**config.mk**
```make
export PLATFORM = sky130hd
export DESIGN_NAME = masked_byte_signature_scan_flat
export DESIGN_NICKNAME = d
export VERILOG_FILES = /design/src/rtl/core/mbss_pkg.sv /design/src/rtl/core/mbss_if.sv /design/src/rtl/core/mbss_cfg_regs.sv /design/src/rtl/core/mbss_scan.sv /design/src/rtl/core/masked_byte_signature_scan.sv /design/src/flat_wrapper.sv
export SDC_FILE = /design/constraint.sdc
export NUM_CORES = 1
export LEC_CHECK = 0
export BUFFER_PORTS_ARGS = -buffer_cell sky130_fd_sc_hd__buf_4
export CAP_MARGIN = 10
export CORE_MARGIN = 5
export CORE_UTILIZATION = 55
export CTS_CLUSTER_SIZE = 30
export DETAILED_ROUTE_END_ITERATION = 12
export MAX_ROUTING_LAYER = met4
export PLACE_DENSITY = 0.73
export SKIP_LAST_GASP = 1
export SYNTH_ARGS = -nofsm -noshare
export SYNTH_HDL_FRONTEND = slang
export SYNTH_SLANG_ARGS = --single-unit
```
**constraint.sdc**
```tcl
create_clock -name clk -period 14.2 [get_ports clk]
set_clock_uncertainty 0.15 [all_clocks]
set_input_delay 0.71 -clock clk [delete_from_list [all_inputs] [get_ports clk]]
set_output_delay 0.71 -clock clk [all_outputs]
set_load 0.02 [all_outputs]
```
**src/rtl/core/mbss_pkg.sv**
```systemverilog
// Shared constants, register codes and the configuration bundle of the signature scanner.
`timescale 1ns / 1ps
`default_nettype none

package mbss_pkg;

  localparam int MAX_PATTERN_DEF = 16;
  localparam int OFFSET_BITS_DEF = 32;

  localparam int LANES        = 16;
  localparam int BYTE_W       = 8;
  localparam int LEN_W        = 5;
  localparam int CFG_IDX_W    = 3;
  localparam int CFG_DATA_W   = 64;
  localparam int OUT_OFFSET_W = 32;

  typedef enum logic [CFG_IDX_W-1:0] {
    CFG_PATTERN_LOW    = 3'd0,
    CFG_PATTERN_HIGH   = 3'd1,
    CFG_MASK_LOW       = 3'd2,
    CFG_MASK_HIGH      = 3'd3,
    CFG_PATTERN_LENGTH = 3'd4
  } mbss_cfg_idx_t;

  // Pattern and mask lanes, lane 0 in the low byte; length already clamped.
  typedef struct packed {
    logic [LANES-1:0][BYTE_W-1:0] pattern;
    logic [LANES-1:0][BYTE_W-1:0] mask;
    logic [LEN_W-1:0]             length;
  } mbss_cfg_t;

endpackage

`default_nettype wire

```
**src/rtl/core/mbss_if.sv**
```systemverilog
// Valid/ready channel interfaces for the byte stream, the results and register writes.
`timescale 1ns / 1ps
`default_nettype none

interface mbss_in_if
  import mbss_pkg::*;
();
  logic              valid;
  logic              ready;
  logic [BYTE_W-1:0] data_byte;
  logic              last_byte;

  modport source (output valid, output data_byte, output last_byte, input ready);
  modport sink   (input valid, input data_byte, input last_byte, output ready);
endinterface

interface mbss_out_if
  import mbss_pkg::*;
();
  logic                    valid;
  logic                    ready;
  logic                    found;
  logic [OUT_OFFSET_W-1:0] match_offset;

  modport source (output valid, output found, output match_offset, input ready);
  modport sink   (input valid, input found, input match_offset, output ready);
endinterface

interface mbss_cfg_if
  import mbss_pkg::*;
();
  logic                  valid;
  logic                  ready;
  logic [CFG_IDX_W-1:0]  index;
  logic [CFG_DATA_W-1:0] data;

  modport source (output valid, output index, output data, input ready);
  modport sink   (input valid, input index, input data, output ready);
endinterface

`default_nettype wire

```
**src/rtl/core/mbss_cfg_regs.sv**
```systemverilog
// Configuration register file with pattern length clamping.
`timescale 1ns / 1ps
`default_nettype none

module mbss_cfg_regs
  import mbss_pkg::*;
#(
  parameter int MAX_PATTERN = MAX_PATTERN_DEF
) (
  input  wire logic   clk,
  input  wire logic   rst_n,
  mbss_cfg_if.sink    cfg,
  output mbss_cfg_t   cfg_o
);

  logic [CFG_DATA_W-1:0] pat_lo_r, pat_lo_nxt;
  logic [CFG_DATA_W-1:0] pat_hi_r, pat_hi_nxt;
  logic [CFG_DATA_W-1:0] msk_lo_r, msk_lo_nxt;
  logic [CFG_DATA_W-1:0] msk_hi_r, msk_hi_nxt;
  logic [LEN_W-1:0]      len_r, len_nxt;
  logic [LEN_W-1:0]      len_act;

  assign cfg.ready = rst_n;

  always_comb begin
    pat_lo_nxt = pat_lo_r;
    pat_hi_nxt = pat_hi_r;
    msk_lo_nxt = msk_lo_r;
    msk_hi_nxt = msk_hi_r;
    len_nxt    = len_r;
    if (cfg.valid && cfg.ready) begin
      unique case (mbss_cfg_idx_t'(cfg.index))
        CFG_PATTERN_LOW:    pat_lo_nxt = cfg.data;
        CFG_PATTERN_HIGH:   pat_hi_nxt = cfg.data;
        CFG_MASK_LOW:       msk_lo_nxt = cfg.data;
        CFG_MASK_HIGH:      msk_hi_nxt = cfg.data;
        CFG_PATTERN_LENGTH: len_nxt    = cfg.data[LEN_W-1:0];
        default: ;
      endcase
    end
  end

  always_ff @(posedge clk) begin
    if (!rst_n) begin
      pat_lo_r <= '0;
      pat_hi_r <= '0;
      msk_lo_r <= '0;
      msk_hi_r <= '0;
      len_r    <= LEN_W'(1);
    end else begin
      pat_lo_r <= pat_lo_nxt;
      pat_hi_r <= pat_hi_nxt;
      msk_lo_r <= msk_lo_nxt;
      msk_hi_r <= msk_hi_nxt;
      len_r    <= len_nxt;
    end
  end

  // Zero reads as one byte; anything past the window depth is cut back to it.
  always_comb begin
    len_act = len_r;
    if (len_r == '0) begin
      len_act = LEN_W'(1);
    end else if (len_r > LEN_W'(MAX_PATTERN)) begin
      len_act = LEN_W'(MAX_PATTERN);
    end
  end

  assign cfg_o.pattern = {pat_hi_r, pat_lo_r};
  assign cfg_o.mask    = {msk_hi_r, msk_lo_r};
  assign cfg_o.length  = len_act;

endmodule

`default_nettype wire

```
**src/rtl/core/mbss_scan.sv**
```systemverilog
// Byte window, region counter and the parallel masked compare of all pattern lanes.
`timescale 1ns / 1ps
`default_nettype none

module mbss_scan
  import mbss_pkg::*;
#(
  parameter int MAX_PATTERN = MAX_PATTERN_DEF,
  parameter int OFFSET_BITS = OFFSET_BITS_DEF
) (
  input  wire logic                    clk,
  input  wire logic                    rst_n,
  input  wire mbss_cfg_t               cfg_i,
  input  wire logic                    item_valid,
  input  wire logic [BYTE_W-1:0]       data_byte,
  input  wire logic                    last_byte,
  input  wire logic                    advance,
  output      logic                    gen,
  output      logic                    found,
  output      logic [OUT_OFFSET_W-1:0] match_offset
);

  localparam int WIN_IW = (MAX_PATTERN > 1) ? $clog2(MAX_PATTERN) : 1;

  logic [BYTE_W-1:0]      win_r     [MAX_PATTERN];
  logic [BYTE_W-1:0]      win_shift [MAX_PATTERN];
  logic [OFFSET_BITS-1:0] count_r, count_nxt;
  logic                   done_r, done_nxt;
  logic [OFFSET_BITS-1:0] pos1;
  logic [OFFSET_BITS-1:0] len_ext;
  logic [LANES-1:0]       lane_ok;
  logic [LEN_W-1:0]       idx;
  logic                   active;
  logic                   hit;

  always_comb begin
    win_shift[0] = data_byte;
    for (int k = 1; k < MAX_PATTERN; k++) begin
      win_shift[k] = win_r[k-1];
    end
  end

  assign active  = !done_r && !(&count_r);
  assign pos1    = count_r + OFFSET_BITS'(1);
  assign len_ext = OFFSET_BITS'(cfg_i.length);

  // Lane j holds the window byte that sits j places after the window start.
  always_comb begin
    idx = '0;
    for (int j = 0; j < LANES; j++) begin
      lane_ok[j] = 1'b1;
      if (j < MAX_PATTERN) begin
        if (LEN_W'(j) < cfg_i.length) begin
          idx        = cfg_i.length - LEN_W'(1) - LEN_W'(j);
          lane_ok[j] = (win_shift[idx[WIN_IW-1:0]] & cfg_i.mask[j]) == cfg_i.pattern[j];
        end
      end
    end
  end

  assign hit          = active && (pos1 >= len_ext) && (&lane_ok);
  assign gen          = item_valid && (hit || (last_byte && !done_r));
  assign found        = hit;
  assign match_offset = hit ? OUT_OFFSET_W'(pos1 - len_ext) : '0;

  always_comb begin
    count_nxt = count_r;
    done_nxt  = done_r;
    if (advance) begin
      if (last_byte) begin
        count_nxt = '0;
        done_nxt  = 1'b0;
      end else if (active) begin
        count_nxt = pos1;
        done_nxt  = hit;
      end
    end
  end

  always_ff @(posedge clk) begin
    if (!rst_n) begin
      count_r <= '0;
      done_r  <= 1'b0;
      for (int k = 0; k < MAX_PATTERN; k++) begin
        win_r[k] <= '0;
      end
    end else begin
      count_r <= count_nxt;
      done_r  <= done_nxt;
      if (advance) begin
        for (int k = 0; k < MAX_PATTERN; k++) begin
          if (last_byte) begin
            win_r[k] <= '0;
          end else if (active) begin
            win_r[k] <= win_shift[k];
          end
        end
      end
    end
  end

endmodule

`default_nettype wire

```
**src/rtl/core/masked_byte_signature_scan.sv**
```systemverilog
// Top level of the masked byte signature scanner: request staging, scan core and result register.
//
//  channel  | dir | handshake      | payload
//  ---------+-----+----------------+------------------------------------------
//  in_req   | in  | valid / ready  | data_byte[7:0], last_byte
//  out_res  | out | valid / ready  | found, match_offset[31:0]
//  cfg_wr   | in  | valid / ready  | index[2:0], data[63:0]
//
//  One request per cycle sustained unless a result stalls. A request sits in
//  the staging register, is compared against every pattern lane at once, and
//  its result (if any) lands in the result register.
//  Reset (rst_n low, synchronous) clears the registers to their defaults and
//  empties the region; no clearing pass follows.
//  A stalled result holds the result register; the staging register still
//  drains requests that give no result, and in_req stalls only behind a
//  request that does.
`timescale 1ns / 1ps
`default_nettype none

module masked_byte_signature_scan
  import mbss_pkg::*;
#(
  parameter int MAX_PATTERN = MAX_PATTERN_DEF,
  parameter int OFFSET_BITS = OFFSET_BITS_DEF
) (
  input wire logic   clk,
  input wire logic   rst_n,
  mbss_in_if.sink    in_req,
  mbss_out_if.source out_res,
  mbss_cfg_if.sink   cfg_wr
);

  mbss_cfg_t               cfg;

  // Staging register for one request
  logic                    s1_valid_r, s1_valid_nxt;
  logic [BYTE_W-1:0]       s1_data_r;
  logic                    s1_last_r;

  // Result register
  logic                    out_valid_r, out_valid_nxt;
  logic                    out_found_r;
  logic [OUT_OFFSET_W-1:0] out_offset_r;

  logic                    gen;
  logic                    hit_found;
  logic [OUT_OFFSET_W-1:0] hit_offset;
  logic                    out_free;
  logic                    advance;
  logic                    in_take;

  mbss_cfg_regs #(
    .MAX_PATTERN (MAX_PATTERN)
  ) u_cfg (
    .clk   (clk),
    .rst_n (rst_n),
    .cfg   (cfg_wr),
    .cfg_o (cfg)
  );

  mbss_scan #(
    .MAX_PATTERN (MAX_PATTERN),
    .OFFSET_BITS (OFFSET_BITS)
  ) u_scan (
    .clk          (clk),
    .rst_n        (rst_n),
    .cfg_i        (cfg),
    .item_valid   (s1_valid_r),
    .data_byte    (s1_data_r),
    .last_byte    (s1_last_r),
    .advance      (advance),
    .gen          (gen),
    .found        (hit_found),
    .match_offset (hit_offset)
  );

  // Advance the staged request when its result has somewhere to go,
  // or at once when it gives no result at all.
  assign out_free = !out_valid_r || out_res.ready;
  assign advance  = s1_valid_r && (!gen || out_free);

  assign in_req.ready = rst_n && (!s1_valid_r || advance);
  assign in_take      = in_req.valid && in_req.ready;

  always_comb begin
    s1_valid_nxt = s1_valid_r;
    if (advance) begin
      s1_valid_nxt = 1'b0;
    end
    if (in_take) begin
      s1_valid_nxt = 1'b1;
    end
  end

  // Hold a waiting result until taken; load a fresh one over it on the same edge.
  always_comb begin
    out_valid_nxt = out_valid_r;
    if (out_res.ready) begin
      out_valid_nxt = 1'b0;
    end
    if (advance && gen) begin
      out_valid_nxt = 1'b1;
    end
  end

  always_ff @(posedge clk) begin
    if (!rst_n) begin
      s1_valid_r  <= 1'b0;
      out_valid_r <= 1'b0;
    end else begin
      s1_valid_r  <= s1_valid_nxt;
      out_valid_r <= out_valid_nxt;
    end
  end

  always_ff @(posedge clk) begin
    if (in_take) begin
      s1_data_r <= in_req.data_byte;
      s1_last_r <= in_req.last_byte;
    end
    if (advance && gen) begin
      out_found_r  <= hit_found;
      out_offset_r <= hit_offset;
    end
  end

  assign out_res.valid        = out_valid_r;
  assign out_res.found        = out_found_r;
  assign out_res.match_offset = out_offset_r;

endmodule

`default_nettype wire

```
**src/flat_wrapper.sv**
```systemverilog
// flat-port wrapper written by rule: the top's interface ports become plain ports
module masked_byte_signature_scan_flat import mbss_pkg::*;
#(
  parameter int MAX_PATTERN = MAX_PATTERN_DEF,
  parameter int OFFSET_BITS = OFFSET_BITS_DEF
)
  (clk, rst_n, in_req_valid, in_req_data_byte, in_req_last_byte, in_req_ready, out_res_valid, out_res_found, out_res_match_offset, out_res_ready, cfg_wr_valid, cfg_wr_index, cfg_wr_data, cfg_wr_ready);
  mbss_in_if in_req_i ();
  mbss_out_if out_res_i ();
  mbss_cfg_if cfg_wr_i ();
  input wire logic clk;
  input wire logic rst_n;
  input wire logic [$bits(in_req_i.valid)-1:0] in_req_valid;
  input wire logic [$bits(in_req_i.data_byte)-1:0] in_req_data_byte;
  input wire logic [$bits(in_req_i.last_byte)-1:0] in_req_last_byte;
  output wire logic [$bits(in_req_i.ready)-1:0] in_req_ready;
  output wire logic [$bits(out_res_i.valid)-1:0] out_res_valid;
  output wire logic [$bits(out_res_i.found)-1:0] out_res_found;
  output wire logic [$bits(out_res_i.match_offset)-1:0] out_res_match_offset;
  input wire logic [$bits(out_res_i.ready)-1:0] out_res_ready;
  input wire logic [$bits(cfg_wr_i.valid)-1:0] cfg_wr_valid;
  input wire logic [$bits(cfg_wr_i.index)-1:0] cfg_wr_index;
  input wire logic [$bits(cfg_wr_i.data)-1:0] cfg_wr_data;
  output wire logic [$bits(cfg_wr_i.ready)-1:0] cfg_wr_ready;
  assign in_req_i.valid = in_req_valid;
  assign in_req_i.data_byte = in_req_data_byte;
  assign in_req_i.last_byte = in_req_last_byte;
  assign in_req_ready = in_req_i.ready;
  assign out_res_valid = out_res_i.valid;
  assign out_res_found = out_res_i.found;
  assign out_res_match_offset = out_res_i.match_offset;
  assign out_res_i.ready = out_res_ready;
  assign cfg_wr_i.valid = cfg_wr_valid;
  assign cfg_wr_i.index = cfg_wr_index;
  assign cfg_wr_i.data = cfg_wr_data;
  assign cfg_wr_ready = cfg_wr_i.ready;
  masked_byte_signature_scan #(.MAX_PATTERN(MAX_PATTERN), .OFFSET_BITS(OFFSET_BITS)) u_core (.clk(clk), .rst_n(rst_n), .in_req(in_req_i), .out_res(out_res_i), .cfg_wr(cfg_wr_i));
endmodule
```
==> results list, run 1 <==
* Via density per instance: 6.72
- TritonCTS clock tree: built
- Hold/Removal Path Class: primary input to flip-flop
- Number of buffers on the longest clock path: 3
- The worst path meets setup with 5040 ps of slack.
* Die area: 56600 sq um
* Clock transition at the register clock pins on the worst setup and hold paths after CTS: 60 ps
- The filler cells instantiated in the layout total 4331.
- The worst setup path is captured at an output pin.
- The count of endpoints failing hold in the final timing report is 0.
- After detailed routing, the total wire length is 113 mm.
- Fraction of power consumed by combinational cells: 15.0%
- Worst Path Arrival: 8300 ps
* Internal cell power: 2.37 mW
- Along the worst path, the maximum fanout reaches 68.
* Leak: 11.9 nW
- Counting flops with an async set or reset pin after synthesis yields a share of 0%.
- Net switching is 29.0% of the power.
- Floorplan die height: 238 um
- Across the VDD grid, the largest voltage drop is 0.108 mV.
- In this run the most used layer during global routing was met2.
* Number of distinct library cells after synthesis: 80
* Routability cong.: 1.05
* Setup repair after global routing missed its margin: false
* Number of buffers added by the clock tree synthesis step: 51
* Placeable core region: 51400 sq um
* Fraction of final layout cells sized beyond drive strength 1: 13.1%
- Number of maximum-capacitance constraint violations: 0
- Met3 track demand over resource: 11.0%
- In the routed design, unresolved DRC markers number 0.
- First drt pass iteration count: 7
- Total Power Consumption: 3.33 mW
- First-pass GRT wire length: 166 mm
- Setup total negative slack on the finished layout was measured at 0 ps.
* Leading post-synthesis cells by cell area: sky130_fd_sc_hd__dfxtp_1 (21%), sky130_fd_sc_hd__edfxtp_1 (17%), sky130_fd_sc_hd__nand2_1 (9.1%)
* Net Count, Synth: 3411
- Routed wire per std cell: 28.1 um
* Synth Cell Area: 28600 sq um
* Most used cells in the layout excluding fill and tap cells: sky130_fd_sc_hd__nand2_1 (689), sky130_fd_sc_hd__a21oi_1 (311), sky130_fd_sc_hd__dfxtp_1 (295)
* Critical path class: flip-flop to output pin
- After legalization and detailed placement, the total HPWL measured 81.6 mm.
* Sequential power share: 43.9%
- At the placement stage, the worst setup path has a slack of 5230 ps.
* Largest net degree at the start of global routing: 98
- The floorplan has 83 rows.
- Maximum frequency from static timing analysis: 109 MHz
- Summed over all layers, the global routing overflow is 0.
* Starting density of the core: 55.6%
- EDFF count, synth: 162
- Summed over its instances, the top area cell type makes up 20.8% of the synthesized netlist area.
- For the pin with the worst max-slew slack, the measured transition is 1200 ps.
- Synthesis-to-layout area growth: 10.5%
* Met1 Use GR: 50.3%
- Most common cell after layout, fill and taps aside: sky130_fd_sc_hd__nand2_1
- Power per cell area: 106 nW/um^2
- The number of placed instances, taps included, is 3923.
* Post-CTS resize count: 0
- For this run, global-route usage on met2 was measured as 59.1%.
- Root Buffer Master: sky130_fd_sc_hd__clkbuf_16
* Data required time of the critical path: 13340 ps
- Final critical-path required period: 9160 ps
- In this run the post-CTS setup repair buffer count came out at 0.
* Port-buffer cells: 116
- The largest total area in the synthesized netlist belongs to sky130_fd_sc_hd__dfxtp_1.
- Via count of the first global-routing pass: 25400
- In this run the mean area of a mapped cell was 8.60 sq um.
- Antenna-violating nets left: 0
- Synthesis handed over a netlist of 3321 instances.
* Clock Sinks: 458
* Number of register bits inferred by synthesis: 458
- Die outline width: 238 um
- At the end of the flow the core is filled with cells to 61.4%.
* Number of H-tree levels: 2
* Commonest register cell after synthesis: sky130_fd_sc_hd__dfxtp_1
- Pins Over Slew Limit: 0
- In this run the tightest slew margin relative to its limit is 17.6%.
* Top Ports: 117
- Cell Count, Final, Fillers Out: 4021
- STA classifies the critical path startpoint as a flip-flop.
* Number of buffers inserted by hold repair at cts: 0
* Iteration-0 DRC Markers: 3972
* Vias after detailed routing: 27000
* Final critical-path share of the clock period: 64.5%
- The run finished with clean final reports.
- Number of synthesis warnings: 0
- Setup violators final: 0
* Clock latency on the worst-skew pair: 620 ps
- In the final design database the tool counted 3388 nets.
- Net Switching: 0.967 mW
- Portion of the post-synthesis area used by sequential elements: 37.8%
- In the global route stage, overall resource usage came out at 39.8%.
- Number of antenna violations at the first check in global routing: 1
- Part of the total power dissipated in the clock network: 41.1%
-- power by group through the flow --
stage	Combinational, mW	Sequential, mW	Clock [mW]
detailed placement	0.482	1.49	0
finish	0.501	1.46	1.37
floorplan	0.276	1.47	0
global route	0.522	1.46	1.44
global placement	0.476	1.48	0
CTS	0.485	1.46	1.38
-- flip-flops by register name, summed over array words and instances (netlist names) --
name	cells
u_core.u_cfg.pat_lo_r	64
u_core.out_res.match_offset	32
u_core.u_cfg.msk_lo_r	64
u_core.s1_valid_r	1
u_core.u_cfg.pat_hi_r	64
u_core.s1_data_r	8
u_core.u_scan.done_r	1
u_core.u_cfg.msk_hi_r	64
u_core.u_scan.win_r	120
u_core.out_res.valid	1
u_core.out_res.found	1
u_core.u_cfg.len_r	5
u_core.u_scan.count_r	32
u_core.s1_last_r	1
-- kinds of logic (layout without fill, tap and decap cells) --
family | Yosys count | after routing | synth area share, %
AO/OA/AOI/OAI | 737 | 737 | 16.6
XOR/XNOR | 154 | 154 | 4.82
adder cells (fa/ha/maj) | 9 | 9 | 0.421
buffers and inverters | 400 | 418 | 5.53
flip-flops | 458 | 458 | 37.8
multiplexers | 310 | 310 | 15.5
other | 0 | 2 | 0
AND/OR/NAND/NOR | 1253 | 1253 | 19.3
-- cells in the mapped netlist, drive strengths merged (21+ instances only) --
library cell,count
a21oi,312
a22oi,25
and2,21
and3,55
buf,57
clkbuf,187
dfxtp,296
edfxtp,162
inv,154
mux2,35
mux2i,172
mux4,103
nand2,692
nand3,86
nand4,36
nor2,197
nor3,57
nor4,21
o211ai,38
o21ai,76
o22ai,41
xnor2,67
xor2,85
-- worst paths after layout --
path	start	end	slack, ps	cells after the start
worst min register to register	u_core.u_cfg.msk_lo_r[60]	u_core.u_cfg.msk_lo_r[60]	300	2
worst max-delay path	u_core.u_cfg.len_r[2]	in_req_ready	5040	20
worst min-delay path	in_req_last_byte	u_core.s1_last_r	120	1
worst max register to register	u_core.u_cfg.len_r[2]	u_core.u_scan.win_r[0][97]	5070	21
-- critical path, stage by stage, from the launching register on --
cell	delay, ps
sky130_fd_sc_hd__dfxtp_1	300
sky130_fd_sc_hd__buf_4	310
sky130_fd_sc_hd__or4_1	530
sky130_fd_sc_hd__buf_4	260
sky130_fd_sc_hd__nand2_8	490
sky130_fd_sc_hd__inv_2	90
sky130_fd_sc_hd__ha_2	840
sky130_fd_sc_hd__o21ai_0	460
sky130_fd_sc_hd__and3_1	370
sky130_fd_sc_hd__nor2_1	770
sky130_fd_sc_hd__a2111oi_0	270
sky130_fd_sc_hd__a311oi_1	320
sky130_fd_sc_hd__o311ai_1	150
sky130_fd_sc_hd__nor3_1	720
sky130_fd_sc_hd__nand4_1	160
sky130_fd_sc_hd__a222oi_1	370
sky130_fd_sc_hd__nand3_1	210
sky130_fd_sc_hd__buf_4	290
sky130_fd_sc_hd__a21boi_1	370
sky130_fd_sc_hd__a21oi_1	120
sky130_fd_sc_hd__buf_4	200
-- metal layers --
layer | part of all wire, % | vias to the layer above | wire, um
li1 | - | 11900 | -
met5 | 0 | - | 0
met2 | 44 | 1683 | 50000
met3 | 12 | 366 | 13100
met1 | 38 | 13100 | 42900
met4 | 6.3 | 0 | 7120
-- area by class of cell --
type / count / area (sq um) / share of cell area [%]
diodes: 2 / 5.00 / 0.0159
clock buffers: 68 / 1470 / 4.67
clock inverters: 26 / 265 / 0.841
inverters: 156 / 593 / 1.88
multi-input cells: 2463 / 16300 / 51.7
flip-flops and latches: 458 / 10800 / 34.2
well taps: 680 / 851 / 2.70
repair buffers: 168 / 1270 / 4.02
-- per-stage QoR --
step	hold WS, ps	area [sq um]
finish	123	31600
global route	105	31600
CTS	97.5	31500
detailed placement	294	29800
global placement	292	29800
floorplan	282	28600
(Power assumes the default switching activity.)
==> run 2: changes to the inputs <==
- PLACE_DENSITY: 0.73 -> 0.76
- clock period: 14.2 -> 7.6 ns (I/O delays scaled with it)
==> run 2 against run 1 <==
Against the previous run: combinational power is 96% higher; cell area up 3.6%; critical path depth is 1 higher; sequential share of layout area fell by 1.2 points; via count is 3.3% higher; first-iteration DRC count rose by 5.3%; critical path type unchanged; largest cell class unchanged.
==> results list, run 2 (synthesis results as in run 1) <==
- Run status: finished clean (unchanged)
- Area of all sequential standard cells: 10800 sq um (unchanged)
- Iteration-0 DRC Markers: 4183 (was 3972)
- Via count of the first global-routing pass: 26000 (was 25400)
* Total Power Consumption: 6.35 mW (was 3.33 mW)
* Combined area of the multi-input logic cells: 16300 sq um (about the same)
* Final critical-path required period: 7180 ps
- The first-pass GRT wire length is 165 mm (was 166 mm).
* Relative slew slack: 19.7% (was 17.6%)
- Most used cells in the layout excluding fill and tap cells: sky130_fd_sc_hd__nand2_1 (689), sky130_fd_sc_hd__a21oi_1 (311), sky130_fd_sc_hd__dfxtp_1 (295) (unchanged)
* Worst flop-to-flop path startpoint: u_core.u_cfg.len_r[4] (was u_core.u_cfg.len_r[2])
- Clock Sinks: 458 (unchanged)
- Die outline width: 238 um (unchanged)
* Hpwl dp: 79.0 mm (was 81.6 mm)
* Type of element capturing the critical path: output pin (unchanged)
- The number of buffers between clock root and the deepest sink came to 3 (unchanged).
- Hold/Removal Path Class: primary input to flip-flop (unchanged)
- Buffers and inverters on the worst path: 5 (unchanged)
- The worst vdd rail ir drop came to 0.227 mV (was 0.108 mV).
* Number of buffers added by the clock tree synthesis step: 50 (was 51)
- The net total in the final layout is 3497 (was 3388).
* Endpoint, Worst Hold: u_core.out_res.valid (was u_core.s1_last_r)
- DRC violation count after routing: 0 (unchanged)
- The cell at the root of the clock tree is sky130_fd_sc_hd__clkbuf_16 (unchanged).
- The cell at the slowest stage of the critical path is sky130_fd_sc_hd__ha_2 (unchanged).
- The setup TNS was 0 ps (unchanged).
- Fraction of final layout cells sized beyond drive strength 1: 13.5% (was 13.1%)
- Derived from the worst setup path, the maximum achievable clock frequency is 139 MHz.
* Total Routing Usage GR: 39.0% (was 39.8%)
* Highest fanout seen on the critical path: 36 (was 68)
* Most common cell on crit path: sky130_fd_sc_hd__buf_4 (unchanged)
- HP Start: out_res_ready (was in_req_last_byte)
- Fill cell total of the finished layout: 4225 (was 4331)
* Cell Count, Final, Fillers Out: 4135 (was 4021)
* Routed wire per std cell: 27.1 um (was 28.1 um)
- Routability cong.: 1.21 (was 1.05)
* Number of H-tree levels: 2 (unchanged)
* Cell chain of the critical path: buf_4, nand2b_1, buf_4, nand2_1, ha_2, buf_12, mux2i_1, nand3_1, and3_1, a31oi_1, o22ai_1, xnor2_1, nand3_1, nor4_2, nand4_1, a222oi_1, nand3_1, buf_4, a21boi_1, a21oi_1, buf_4 (was buf_4, or4_1, buf_4, nand2_8, inv_2, ha_2, o21ai_0, and3_1, nor2_1, a2111oi_0, a311oi_1, o311ai_1, nor3_1, nand4_1, a222oi_1, nand3_1, buf_4, a21boi_1, a21oi_1, buf_4)
- The type of origin of the critical path is a flip-flop (unchanged).
- Antenna-violating nets left: 0 (unchanged)
* Area of all placed cells without fillers: 32700 sq um (was 31600 sq um)
- Total placed cells including tap cells: 3960 (was 3923)
- First drt pass iteration count: 8 (was 7)
- Clock transition at the register clock pins on the worst setup and hold paths after CTS: 60 ps (about the same)
* Number of buffers inserted by hold repair at cts: 75 (was 0)
- The critical setup path kind is flip-flop to output pin (unchanged).
- Leak: 12.4 nW (was 11.9 nW)
- The final wirelength was 112 mm (was 113 mm).
- The die height came to 238 um (unchanged).
* GRT Residual Overflow: 0 (unchanged)
- Hold Path Stages: 3 (was 1)
- Setup repair after global routing missed its margin: false (unchanged)
- Critical path origin: u_core.u_cfg.len_r[4] (was u_core.u_cfg.len_r[2])
- The number of standard-cell rows in the floorplan is 83 (unchanged).
* Top Ports: 117 (unchanged)
* Setup violators final: 0 (unchanged)
* Pins Over Slew Limit: 0 (unchanged)
- Power per cell area: 194 nW/um^2 (was 106 nW/um^2)
- The post-cts repair resize count came to 0 (unchanged).
* Most common cell after layout, fill and taps aside: sky130_fd_sc_hd__nand2_1 (unchanged)
- Clock latency on the worst-skew pair: 640 ps (was 620 ps)
- The TritonCTS clock tree is built (unchanged).
- Least-Margin Pin Slew: 1170 ps (was 1200 ps)
* Die area: 56600 sq um (unchanged)
* Setup slack of the critical path after layout: 420 ps (was 5040 ps)
* Largest net degree at the start of global routing: 207 (was 98)
- The critical path arrival came to 6650 ps (was 8300 ps).
- Data required time of the critical path: 7070 ps (was 13340 ps)
- Port-buffer cells: 116 (unchanged)
- Vias after detailed routing: 27900 (was 27000)
- Number of maximum-capacitance constraint violations: 0 (unchanged)
* Depth of the most critical reg-to-reg path: 21 (unchanged)
- Via density per instance: 6.75 (was 6.72)
* Final critical-path share of the clock period: 94.5%
* Reg2reg end: u_core.u_scan.win_r[0][106] (was u_core.u_scan.win_r[0][97])
* Maximum cell stage delay along the critical path: 570 ps (was 840 ps)
- Core utilization of the finished layout: 63.6% (was 61.4%)
- Area post-placement: 30100 sq um (was 29800 sq um)
* Slack of the worst reg-to-reg path: 750 ps (was 5070 ps)
- Number of hold-slack violations in the final timing report: 0 (unchanged)
- Starting density of the core: 55.6% (unchanged)
* Placeable core region: 51400 sq um (unchanged)
- Biggest register: u_core.u_scan.win_r (unchanged)
- Worst Hold Slack: 206 ps (was 123 ps)
- The number of antenna violations at the first check in global routing is 5 (was 1).
- Flip-flop count of the largest register, all copies and words added: 120 (unchanged)
- Top cell family by delay on the critical path: simple AND/OR/NAND/NOR gates (unchanged)
- The post-CTS setup-driven buffer insertion count is 0 (unchanged).
- Synthesis-to-layout area growth: 14.5% (was 10.5%)
- Worst slack at placement: 1030 ps (was 5230 ps)
## run 2: cell count changes in the layout (fill, tap and decap cells not counted), sizes merged
cell / before / now
clkbuf: 69 / 81
bufinv: 3 / 5
clkinv: 19 / 6
inv: 160 / 156
buf: 167 / 203
clkinvlp: 0 / 2
diode: 2 / 6
dlygate4sd3: 0 / 75
## run 2: routing by layer
| layer | up-vias | share of wire [%] | track usage (%) |
|---|---|---|---|
| met1 | 13400 | 37 | 48.0 |
| li1 | 12100 | - | - |
| met5 | - | 0 | - |
| met2 | 1995 | 43 | 56.7 |
| met3 | 437 | 13 | 13.2 |
| met4 | 0 | 7.1 | 21.0 |
## run 2: how the worst max path moves through the flow
stage / endpoint / slack, ps / cells after the start
3_3_place_gp: u_core.u_scan.win_r[0][37] / 1120 / 20
6_report: in_req_ready / 420 / 21
4_1_cts: in_req_ready / 560 / 19
2_1_floorplan: u_core.u_scan.win_r[0][0] / 40 / 25
3_5_place_dp: u_core.u_scan.win_r[0][106] / 1030 / 19
5_1_grt: in_req_ready / 210 / 16
## run 2: worst min-delay path, delay by kind of cell
family                 cells  cell delay, ps
buffers and inverters      1              80
AOI/OAI and AO/OA          1             260
and+or+nand+nor            1             210
## run 2: report_power, final
group	internal (mW)	leakage [nW]	switching, mW
Clock	1.58	0.870	1.05
Combinational	0.354	7.50	0.628
Sequential	2.63	4.07	0.101
## run 2: cell type report
type | count | area share (%)
Sequential cell | 458 | 33.0
Clock inverter | 13 | 0.670
Inverter | 156 | 1.82
Antenna cell | 6 | 0.0459
Multi-Input combinational cell | 2463 | 49.8
Clock buffer | 81 | 4.78
Timing Repair Buffer | 278 | 7.23
Tap cell | 680 | 2.60
